File: src/rtl/lbci_pkg.sv
// Shared constants and types for the LED blink-code status indicator.
package lbci_pkg;

   localparam int unsigned WORD_WIDTH  = 16;
   localparam int unsigned PHASE_WIDTH = 4;
   localparam int unsigned TOGGLE_WIDTH = 4;
   localparam int unsigned MASK_COUNT  = 5;
   localparam int unsigned SLOT_COUNT_DEFAULT = 5;
   localparam int unsigned INDEX_WIDTH = 3;
   localparam int unsigned SLOT_WIDTH  = 3;

   localparam logic [WORD_WIDTH-1:0] BLINK_HALF_RESET = 16'd150;
   localparam logic [WORD_WIDTH-1:0] CYCLE_RESET      = 16'd3000;
   localparam logic [WORD_WIDTH-1:0] IDLE_RESET       = 16'd1500;

   typedef enum logic [INDEX_WIDTH-1:0] {
      REG_MASK_SLOT0  = 3'd0,
      REG_MASK_SLOT1  = 3'd1,
      REG_MASK_SLOT2  = 3'd2,
      REG_MASK_SLOT3  = 3'd3,
      REG_MASK_SLOT4  = 3'd4,
      REG_BLINK_HALF  = 3'd5,
      REG_CYCLE       = 3'd6,
      REG_IDLE        = 3'd7
   } reg_index_type;

   typedef struct packed {
      logic [MASK_COUNT-1:0][WORD_WIDTH-1:0] mask;
      logic [WORD_WIDTH-1:0]                 blink_half;
      logic [WORD_WIDTH-1:0]                 cycle;
      logic [WORD_WIDTH-1:0]                 idle;
   } cfg_type;

   function automatic logic [WORD_WIDTH-1:0] mask_reset(input int unsigned slot);
      mask_reset = WORD_WIDTH'(1) << slot;
   endfunction

endpackage

File: src/rtl/lbci_regs.sv
// Configuration register file of the LED blink-code status indicator.
module lbci_regs (
   input  logic                               clock,
   input  logic                               reset,
   input  logic                               csr_write_enable,
   input  logic [lbci_pkg::INDEX_WIDTH-1:0]   csr_index,
   input  logic [lbci_pkg::WORD_WIDTH-1:0]    csr_write_data,
   output lbci_pkg::cfg_type                  cfg
);

   lbci_pkg::cfg_type cfg_ff;
   lbci_pkg::cfg_type cfg_in;

   always_comb begin
      cfg_in = cfg_ff;
      if (csr_write_enable) begin
         case (lbci_pkg::reg_index_type'(csr_index))
            lbci_pkg::REG_MASK_SLOT0: cfg_in.mask[0] = csr_write_data;
            lbci_pkg::REG_MASK_SLOT1: cfg_in.mask[1] = csr_write_data;
            lbci_pkg::REG_MASK_SLOT2: cfg_in.mask[2] = csr_write_data;
            lbci_pkg::REG_MASK_SLOT3: cfg_in.mask[3] = csr_write_data;
            lbci_pkg::REG_MASK_SLOT4: cfg_in.mask[4] = csr_write_data;
            lbci_pkg::REG_BLINK_HALF: cfg_in.blink_half = csr_write_data;
            lbci_pkg::REG_CYCLE:      cfg_in.cycle = csr_write_data;
            lbci_pkg::REG_IDLE:       cfg_in.idle = csr_write_data;
            default:                  cfg_in = cfg_ff;
         endcase
      end
   end

   always_ff @(posedge clock) begin
      if (reset) begin
         for (int i = 0; i < lbci_pkg::MASK_COUNT; i++) begin
            cfg_ff.mask[i] <= lbci_pkg::mask_reset(i);
         end
         cfg_ff.blink_half <= lbci_pkg::BLINK_HALF_RESET;
         cfg_ff.cycle      <= lbci_pkg::CYCLE_RESET;
         cfg_ff.idle       <= lbci_pkg::IDLE_RESET;
      end else begin
         cfg_ff <= cfg_in;
      end
   end

   assign cfg = cfg_ff;

endmodule

File: src/rtl/led_blink_code_status_indicator.sv
// Top level of the LED blink-code status indicator: request register, tick update, response register.
//
//   Port group  Direction  Contents
//   req_        in         one tick with its status word, valid/ready
//   rsp_        out        LED level and slot phase after the tick, valid/ready
//   csr_        in         register write: enable, index, data
//
// Each request is held in the request register and then moves to the response register; one
// request is taken per cycle while the response is not stalled. The timer, phase, toggle count
// and LED level update when a request moves from the request register to the response register.
// A stalled response holds both stages. Synchronous reset clears the valid flags, timer, phase,
// toggle count and LED level and restores the register defaults, but not the data registers.
module led_blink_code_status_indicator #(
   parameter int unsigned SLOT_COUNT = lbci_pkg::SLOT_COUNT_DEFAULT
) (
   input  logic                                 clock,
   input  logic                                 reset,
   input  logic                                 req_valid,
   output logic                                 req_ready,
   input  logic [lbci_pkg::WORD_WIDTH-1:0]      req_status_word,
   output logic                                 rsp_valid,
   input  logic                                 rsp_ready,
   output logic                                 rsp_led_on,
   output logic [lbci_pkg::PHASE_WIDTH-1:0]     rsp_slot_phase,
   input  logic                                 csr_write_enable,
   input  logic [lbci_pkg::INDEX_WIDTH-1:0]     csr_index,
   input  logic [lbci_pkg::WORD_WIDTH-1:0]      csr_write_data
);

   localparam logic [lbci_pkg::PHASE_WIDTH-1:0] PHASE_LIMIT =
      lbci_pkg::PHASE_WIDTH'(2 * SLOT_COUNT);

   lbci_pkg::cfg_type cfg;

   lbci_regs u_regs (
      .clock            (clock),
      .reset            (reset),
      .csr_write_enable (csr_write_enable),
      .csr_index        (csr_index),
      .csr_write_data   (csr_write_data),
      .cfg              (cfg)
   );

   logic                                  req_valid_ff;
   logic [lbci_pkg::WORD_WIDTH-1:0]       status_ff;
   logic                                  rsp_valid_ff;
   logic                                  rsp_led_ff;
   logic [lbci_pkg::PHASE_WIDTH-1:0]      rsp_phase_ff;

   logic [lbci_pkg::PHASE_WIDTH-1:0]      phase_ff, phase_in;
   logic [lbci_pkg::TOGGLE_WIDTH-1:0]     toggles_ff, toggles_in;
   logic [lbci_pkg::WORD_WIDTH-1:0]       ticks_ff, ticks_in;
   logic                                  led_ff, led_in;

   logic                                  advance;
   logic [lbci_pkg::SLOT_WIDTH-1:0]       slot;
   logic [lbci_pkg::SLOT_WIDTH-1:0]       slot_count;
   logic [lbci_pkg::WORD_WIDTH-1:0]       mask;
   logic                                  hit;
   logic [lbci_pkg::WORD_WIDTH-1:0]       reload;
   logic [lbci_pkg::TOGGLE_WIDTH-1:0]     toggles_dec;
   logic [lbci_pkg::WORD_WIDTH+3:0]       blink_time;
   logic signed [lbci_pkg::WORD_WIDTH+4:0] pause;
   logic [lbci_pkg::PHASE_WIDTH-1:0]      phase_next;

   assign advance   = req_valid_ff && (!rsp_valid_ff || rsp_ready);
   assign req_ready = !req_valid_ff || advance;

   assign slot       = phase_ff[lbci_pkg::PHASE_WIDTH-1:1];
   assign slot_count = slot + lbci_pkg::SLOT_WIDTH'(1);
   assign mask       = (slot < lbci_pkg::SLOT_WIDTH'(lbci_pkg::MASK_COUNT)) ?
                       cfg.mask[slot] : '0;
   assign hit        = (status_ff & mask) != '0;
   assign toggles_dec = toggles_ff - lbci_pkg::TOGGLE_WIDTH'(1);
   assign blink_time = {(lbci_pkg::WORD_WIDTH+3)'(slot_count) * 
                        (lbci_pkg::WORD_WIDTH+3)'(cfg.blink_half), 1'b0};
   assign pause      = $signed({5'b0, cfg.cycle}) - $signed({1'b0, blink_time});

   always_comb begin
      phase_in   = phase_ff;
      toggles_in = toggles_ff;
      led_in     = led_ff;
      ticks_in   = ticks_ff;
      phase_next = phase_ff;
      reload     = (status_ff != '0) ? cfg.blink_half : cfg.idle;
      if (ticks_ff <= lbci_pkg::WORD_WIDTH'(1)) begin
         if (!phase_ff[0]) begin
            if (hit) begin
               toggles_in = {slot_count, 1'b0};
               phase_next = phase_ff + lbci_pkg::PHASE_WIDTH'(1);
            end else begin
               phase_next = phase_ff + lbci_pkg::PHASE_WIDTH'(2);
            end
         end else if (hit) begin
            led_in     = !led_ff;
            toggles_in = toggles_dec;
            if (toggles_dec == '0) begin
               phase_next = phase_ff + lbci_pkg::PHASE_WIDTH'(1);
               if (pause < $signed((lbci_pkg::WORD_WIDTH+5)'(1))) begin
                  reload = lbci_pkg::WORD_WIDTH'(1);
               end else begin
                  reload = pause[lbci_pkg::WORD_WIDTH-1:0];
               end
            end
         end
         phase_in = (phase_next >= PHASE_LIMIT) ? '0 : phase_next;
         ticks_in = reload;
      end else begin
         ticks_in = ticks_ff - lbci_pkg::WORD_WIDTH'(1);
      end
   end

   always_ff @(posedge clock) begin
      if (reset) begin
         req_valid_ff <= 1'b0;
         rsp_valid_ff <= 1'b0;
         phase_ff     <= '0;
         toggles_ff   <= '0;
         ticks_ff     <= '0;
         led_ff       <= 1'b0;
      end else begin
         if (req_ready) begin
            req_valid_ff <= req_valid;
         end
         if (advance) begin
            rsp_valid_ff <= 1'b1;
            phase_ff     <= phase_in;
            toggles_ff   <= toggles_in;
            ticks_ff     <= ticks_in;
            led_ff       <= led_in;
         end else if (rsp_ready) begin
            rsp_valid_ff <= 1'b0;
         end
      end
   end

   always_ff @(posedge clock) begin
      if (req_ready && req_valid) begin
         status_ff <= req_status_word;
      end
      if (advance) begin
         rsp_led_ff   <= led_in;
         rsp_phase_ff <= phase_in;
      end
   end

   assign rsp_valid      = rsp_valid_ff;
   assign rsp_led_on     = rsp_led_ff;
   assign rsp_slot_phase = rsp_phase_ff;

endmodule

File: config.mk
export PLATFORM = sky130hd
export DESIGN_NAME = led_blink_code_status_indicator
export DESIGN_NICKNAME = d
export VERILOG_FILES = /design/src/rtl/lbci_pkg.sv /design/src/rtl/lbci_regs.sv /design/src/rtl/led_blink_code_status_indicator.sv
export SDC_FILE = /design/constraint.sdc
export NUM_CORES = 1
export LEC_CHECK = 0
export ABC_AREA = 0
export BUFFER_PORTS_ARGS = -buffer_cell sky130_fd_sc_hd__buf_2
export CAP_MARGIN = 20
export CORE_MARGIN = 2
export CORE_UTILIZATION = 67
export CTS_CLUSTER_DIAMETER = 100
export DETAILED_ROUTE_END_ITERATION = 7
export GPL_ROUTABILITY_DRIVEN = 0
export GPL_TIMING_DRIVEN = 0
export PLACE_DENSITY = 0.91
export SETUP_SLACK_MARGIN = 0.1
export SYNTH_ARGS = -nofsm -noshare
export SYNTH_HDL_FRONTEND = slang
export SYNTH_SLANG_ARGS = --single-unit
File: constraint.sdc
create_clock -name clock -period 15.95 [get_ports clock]
set_input_delay 1.595 -clock clock [delete_from_list [all_inputs] [get_ports clock]]
set_output_delay 1.595 -clock clock [all_outputs]
set_load 0.01 [all_outputs]
==> out/summary.json <==
{
  "critPathMaxFanout": 10,
  "drv_slew": 0,
  "cts_num_sinks": 176,
  "top_level_ports": 47,
  "drc_errors": 1,
  "crit_chain": "clkbuf_1, buf_1, xor2_1, clkbuf_1, nand2_1, fa_1, fa_1, nand2b_1, a21oi_1, o21ai_0, and2_1, o21ai_0, xnor2_1, ha_1, o21a_1, nor2_1, a2111oi_0, o211ai_1, a311o_1, nor4b_2, and2_1, buf_2, nand3_1, a31oi_1",
  "async_flop_share": 0,
  "drt_first_iter_violations": 1706,
  "worst_ep_required_time_ns": 16.31,
  "postSynth.topFlopCell": "sky130_fd_sc_hd__dfxtp_1",
  "placed_area_um2": 10600,
  "timing.reg2reg.setup_slack_ns": 8.30,
  "die_w_um": 127,
  "fin_skew_ns": 0.0120,
  "detail-route-antenna-nets": 0,
  "fp.dieH_um": 127,
  "insertion_delay_ns": 0.44,
  "cts.clk_slew.worst_paths_ns": 0.07,
  "timing.hold.worst_path_depth": 2,
  "ys_top_cells_by_area": "sky130_fd_sc_hd__dfxtp_1 30%, sky130_fd_sc_hd__nand2_1 13%, sky130_fd_sc_hd__a21oi_1 8.2%, sky130_fd_sc_hd__edfxtp_1 6.2%, sky130_fd_sc_hd__ha_1 4.8%",
  "detailroute.wirelength.met3_um": 4360,
  "slowest_delay_ns": 0.79,
  "cts_hold_repair.buffers": 0,
  "worst_pin_slew_ns": 0.990,
  "core_area_um2": 15000,
  "cts-root-buf": "sky130_fd_sc_hd__clkbuf_16",
  "post_cts.repair.setup_buffers": 0,
  "post_cts_resized": 0,
  "grt_start_max_net_pins": 17,
  "finalSetupTns_ns": 0,
  "tritoncts.num_buffers": 17,
  "part_of_the_cycle_the_worst_path_needs": 0.480,
  "power.leakage_nw": 4.42,
  "max-vdd-ir-drop_v": 0.0000978,
  "finish.instance_area_um2": 11200,
  "netlist.top_cell.by_area": "sky130_fd_sc_hd__dfxtp_1",
  "cp.buffers_inverters": 4,
  "drt_wl_total_um": 32200,
  "hold_path_class": "reg -> reg",
  "ff2ff_path_depth": 24,
  "timing.critical_path.slowest_stage_cell": "sky130_fd_sc_hd__xor2_1",
  "synth.cell_area_um2": 10200,
  "htreeDepth": 4,
  "wl_met2_um": 14100,
  "floorplan.initialDensity": 0.679,
  "synth_nets": 1388,
  "clock_tree.buffer_depth": 2,
  "fmax_mhz": 131,
  "powerDensity_nw_per_um2": 109,
  "dp_hpwl_um": 22500,
  "synth_cell_types": 72,
  "design.die.area_um2": 16200,
  "synth_top_cell_area_share": 0.304,
  "grt.total_usage": 0.396,
  "placementRows": 45,
  "route.top_layer_used": "met4",
  "hold_slack_ns": 0.454,
  "synth_enable_flop_cells": 21,
  "wire_length_of_the_first_global_routing_pass_um": 49800,
  "finalSetupViolations": 0,
  "count_of_input_and_output_buffers": 27,
  "critical-path-top-delay-family": "compound AO/OA/AOI/OAI gates",
  "grt_remaining_overflow": 0,
  "postSynthCellCount": 1293,
  "initial_antenna_violation_count": 0,
  "final.fill_count": 1052,
  "routed_via_density": 6.69,
  "drt-wirelength-per-cell_um": 20.9,
  "cts_tree": "yes",
  "critical_path_class": "reg -> reg",
  "critPathCaptureType": "register",
  "sequential_fraction_of_the_synthesis_area": 0.366,
  "final_period_minus_worst_setup_slack_ns": 7.65,
  "slew_headroom": 0.335,
  "area_growth_syn_to_layout_pct": 9.98,
  "max_cap_viol_count": 0,
  "routed_via_count": 10300,
  "violations": "design-rule violations",
  "first_global_vias": 9828,
  "crit_cells": 24,
  "mean_syn_cell_area_um2": 7.89,
  "final_hold_violations": 0,
  "setup_repair_after_global_routing_missed_its_margin": "no",
  "yosys_register_bits": 176,
  "outcome": "finished, violations left",
  "inserted_diodes": 0,
  "worst_setup_path_start_kind": "register",
  "drt-met1-wl_um": 11700,
  "worst-endpoint-arrival_ns": 8.02,
  "final_layout_size_suffix_gt1_frac": 0.0857,
  "net_total_in_the_final_layout": 1435,
  "synth-warning-count": 0,
  "drt_pass1_iterations": 8
}
[report_power, final]
part / switching [W] / total [W] / internal, W
Clock: 0.000183 / 0.000463 / 0.000279
Sequential: 0.0000210 / 0.000491 / 0.000470
Combinational: 0.000177 / 0.000273 / 0.0000960
Total: 0.000381 / 0.00123 / 0.000845
[cell families (layout without fill, tap and decap cells)]
family | count (synthesis) | after routing | synth area share
buf+inv | 123 | 183 | 0.0499
xor+xnor | 38 | 38 | 0.0326
simple gates | 559 | 559 | 0.245
compound gates | 298 | 298 | 0.174
fa+ha+maj | 55 | 55 | 0.0792
mux | 44 | 44 | 0.0530
flops | 176 | 176 | 0.366
[stage by stage]
stage / std cells / power (W) / setup WS [ns] / util
after global routing: 1541 / 0.00126 / 8.06 / 0.746
after detailed placement: 1508 / 0.000758 / 8.54 / 0.703
after global placement: 1508 / 0.000748 / 8.75 / 0.703
final: 1541 / 0.00123 / 8.30 / 0.746
after CTS: 1540 / 0.00121 / 8.51 / 0.746
after floorplan: 1293 / 0.000689 / 10.08 / -
[sequential cells by signal (all words and copies together), names as in the netlist]
name and flops:
rsp_led_on 1, rsp_slot_phase 4, toggles_ff 4, rsp_valid 1, status_ff 16, req_valid_ff 1, ticks_ff 16, led_ff 1
u_regs.cfg 128, phase_ff 4
[synthesized netlist by cell type, types with 3 or more instances]
library cell / number
sky130_fd_sc_hd__and2_1: 14
sky130_fd_sc_hd__mux4_2: 6
sky130_fd_sc_hd__ha_1: 39
sky130_fd_sc_hd__clkbuf_1: 48
sky130_fd_sc_hd__buf_2: 7
sky130_fd_sc_hd__fa_1: 16
sky130_fd_sc_hd__nor2_1: 55
sky130_fd_sc_hd__nand4_1: 6
sky130_fd_sc_hd__buf_1: 4
sky130_fd_sc_hd__clkbuf_2: 16
sky130_fd_sc_hd__nand3_1: 27
sky130_fd_sc_hd__a21o_1: 9
sky130_fd_sc_hd__o21a_1: 4
sky130_fd_sc_hd__a32oi_1: 3
sky130_fd_sc_hd__nand3b_1: 24
sky130_fd_sc_hd__a22oi_1: 18
sky130_fd_sc_hd__nor3_1: 18
sky130_fd_sc_hd__a211oi_1: 6
sky130_fd_sc_hd__a21oi_1: 167
sky130_fd_sc_hd__nand2b_1: 13
sky130_fd_sc_hd__nor4_1: 12
sky130_fd_sc_hd__or3_1: 6
sky130_fd_sc_hd__mux2_2: 13
sky130_fd_sc_hd__dfxtp_1: 155
sky130_fd_sc_hd__o2111ai_1: 3
sky130_fd_sc_hd__a31oi_1: 10
sky130_fd_sc_hd__edfxtp_1: 21
sky130_fd_sc_hd__o22ai_1: 3
sky130_fd_sc_hd__and4_1: 3
sky130_fd_sc_hd__a221oi_1: 3
sky130_fd_sc_hd__mux2_1: 3
sky130_fd_sc_hd__and3_1: 3
sky130_fd_sc_hd__mux2i_1: 21
sky130_fd_sc_hd__o211ai_1: 6
sky130_fd_sc_hd__inv_1: 44
sky130_fd_sc_hd__o21ai_0: 35
sky130_fd_sc_hd__nor2b_1: 14
sky130_fd_sc_hd__xor2_1: 22
sky130_fd_sc_hd__o31ai_1: 3
sky130_fd_sc_hd__xnor2_1: 16
sky130_fd_sc_hd__nand2_1: 356
[worst register-to-register path, delay by kind of cell, from the launching register on]
family / cells / cell delay (ns)
buf+inv: 4 / 1.58
fa+ha+maj: 3 / 1.38
xor+xnor: 2 / 0.92
simple gates: 7 / 1.50
compound gates: 8 / 1.90
flops: 1 / 0.31
[placed cells by master (no fill, tap or decap), types with 4 or more instances in the layout]
cell | synthesis | layout
sky130_fd_sc_hd__a211oi_1 | 6 | 6
sky130_fd_sc_hd__a21o_1 | 9 | 9
sky130_fd_sc_hd__a21oi_1 | 167 | 167
sky130_fd_sc_hd__a22oi_1 | 18 | 18
sky130_fd_sc_hd__a31oi_1 | 10 | 10
sky130_fd_sc_hd__and2_1 | 14 | 14
sky130_fd_sc_hd__buf_1 | 4 | 4
sky130_fd_sc_hd__buf_2 | 7 | 34
sky130_fd_sc_hd__bufinv_16 | 0 | 5
sky130_fd_sc_hd__clkbuf_1 | 48 | 51
sky130_fd_sc_hd__clkbuf_16 | 0 | 17
sky130_fd_sc_hd__clkbuf_2 | 16 | 16
sky130_fd_sc_hd__dfxtp_1 | 155 | 155
sky130_fd_sc_hd__edfxtp_1 | 21 | 21
sky130_fd_sc_hd__fa_1 | 16 | 16
sky130_fd_sc_hd__ha_1 | 39 | 39
sky130_fd_sc_hd__inv_1 | 44 | 44
sky130_fd_sc_hd__inv_6 | 0 | 4
sky130_fd_sc_hd__mux2_2 | 13 | 13
sky130_fd_sc_hd__mux2i_1 | 21 | 21
sky130_fd_sc_hd__mux4_2 | 6 | 6
sky130_fd_sc_hd__nand2_1 | 356 | 356
sky130_fd_sc_hd__nand2b_1 | 13 | 13
sky130_fd_sc_hd__nand3_1 | 27 | 27
sky130_fd_sc_hd__nand3b_1 | 24 | 24
sky130_fd_sc_hd__nand4_1 | 6 | 6
sky130_fd_sc_hd__nor2_1 | 55 | 55
sky130_fd_sc_hd__nor2b_1 | 14 | 14
sky130_fd_sc_hd__nor3_1 | 18 | 18
sky130_fd_sc_hd__nor4_1 | 12 | 12
sky130_fd_sc_hd__o211ai_1 | 6 | 6
sky130_fd_sc_hd__o21a_1 | 4 | 4
sky130_fd_sc_hd__o21ai_0 | 35 | 35
sky130_fd_sc_hd__or3_1 | 6 | 6
sky130_fd_sc_hd__xnor2_1 | 16 | 16
sky130_fd_sc_hd__xor2_1 | 22 | 22
[area by class of cell]
cell class	count	area (um2)	area share
multi-input cells	994	5960	0.531
flip-flops and latches	176	3730	0.333
clock buffers	20	437	0.0389
plain buffers	78	340	0.0303
well taps	188	235	0.0210
clock inverters	12	204	0.0182
inverters	45	169	0.0151
repair buffers	28	143	0.0127
[final timing paths]
| path | start | endpoint |
|---|---|---|
| max | phase_ff[3]$_SDFFE_PP0P_ | ticks_ff[1]$_SDFFE_PP0P_ |
| min | u_regs.cfg[87]$_SDFFE_PP0P_ | u_regs.cfg[87]$_SDFFE_PP0P_ |
| max reg2reg | phase_ff[3]$_SDFFE_PP0P_ | ticks_ff[1]$_SDFFE_PP0P_ |
| min reg2reg | u_regs.cfg[87]$_SDFFE_PP0P_ | u_regs.cfg[87]$_SDFFE_PP0P_ |
[layer usage]
metal	GRT usage	up-vias
met3	0.115	216
met4	0.222	0
met2	0.622	804
met1	0.490	4745
met5	0	-
li1	-	4543
Note: power is estimated with default switching activity, not from simulation.
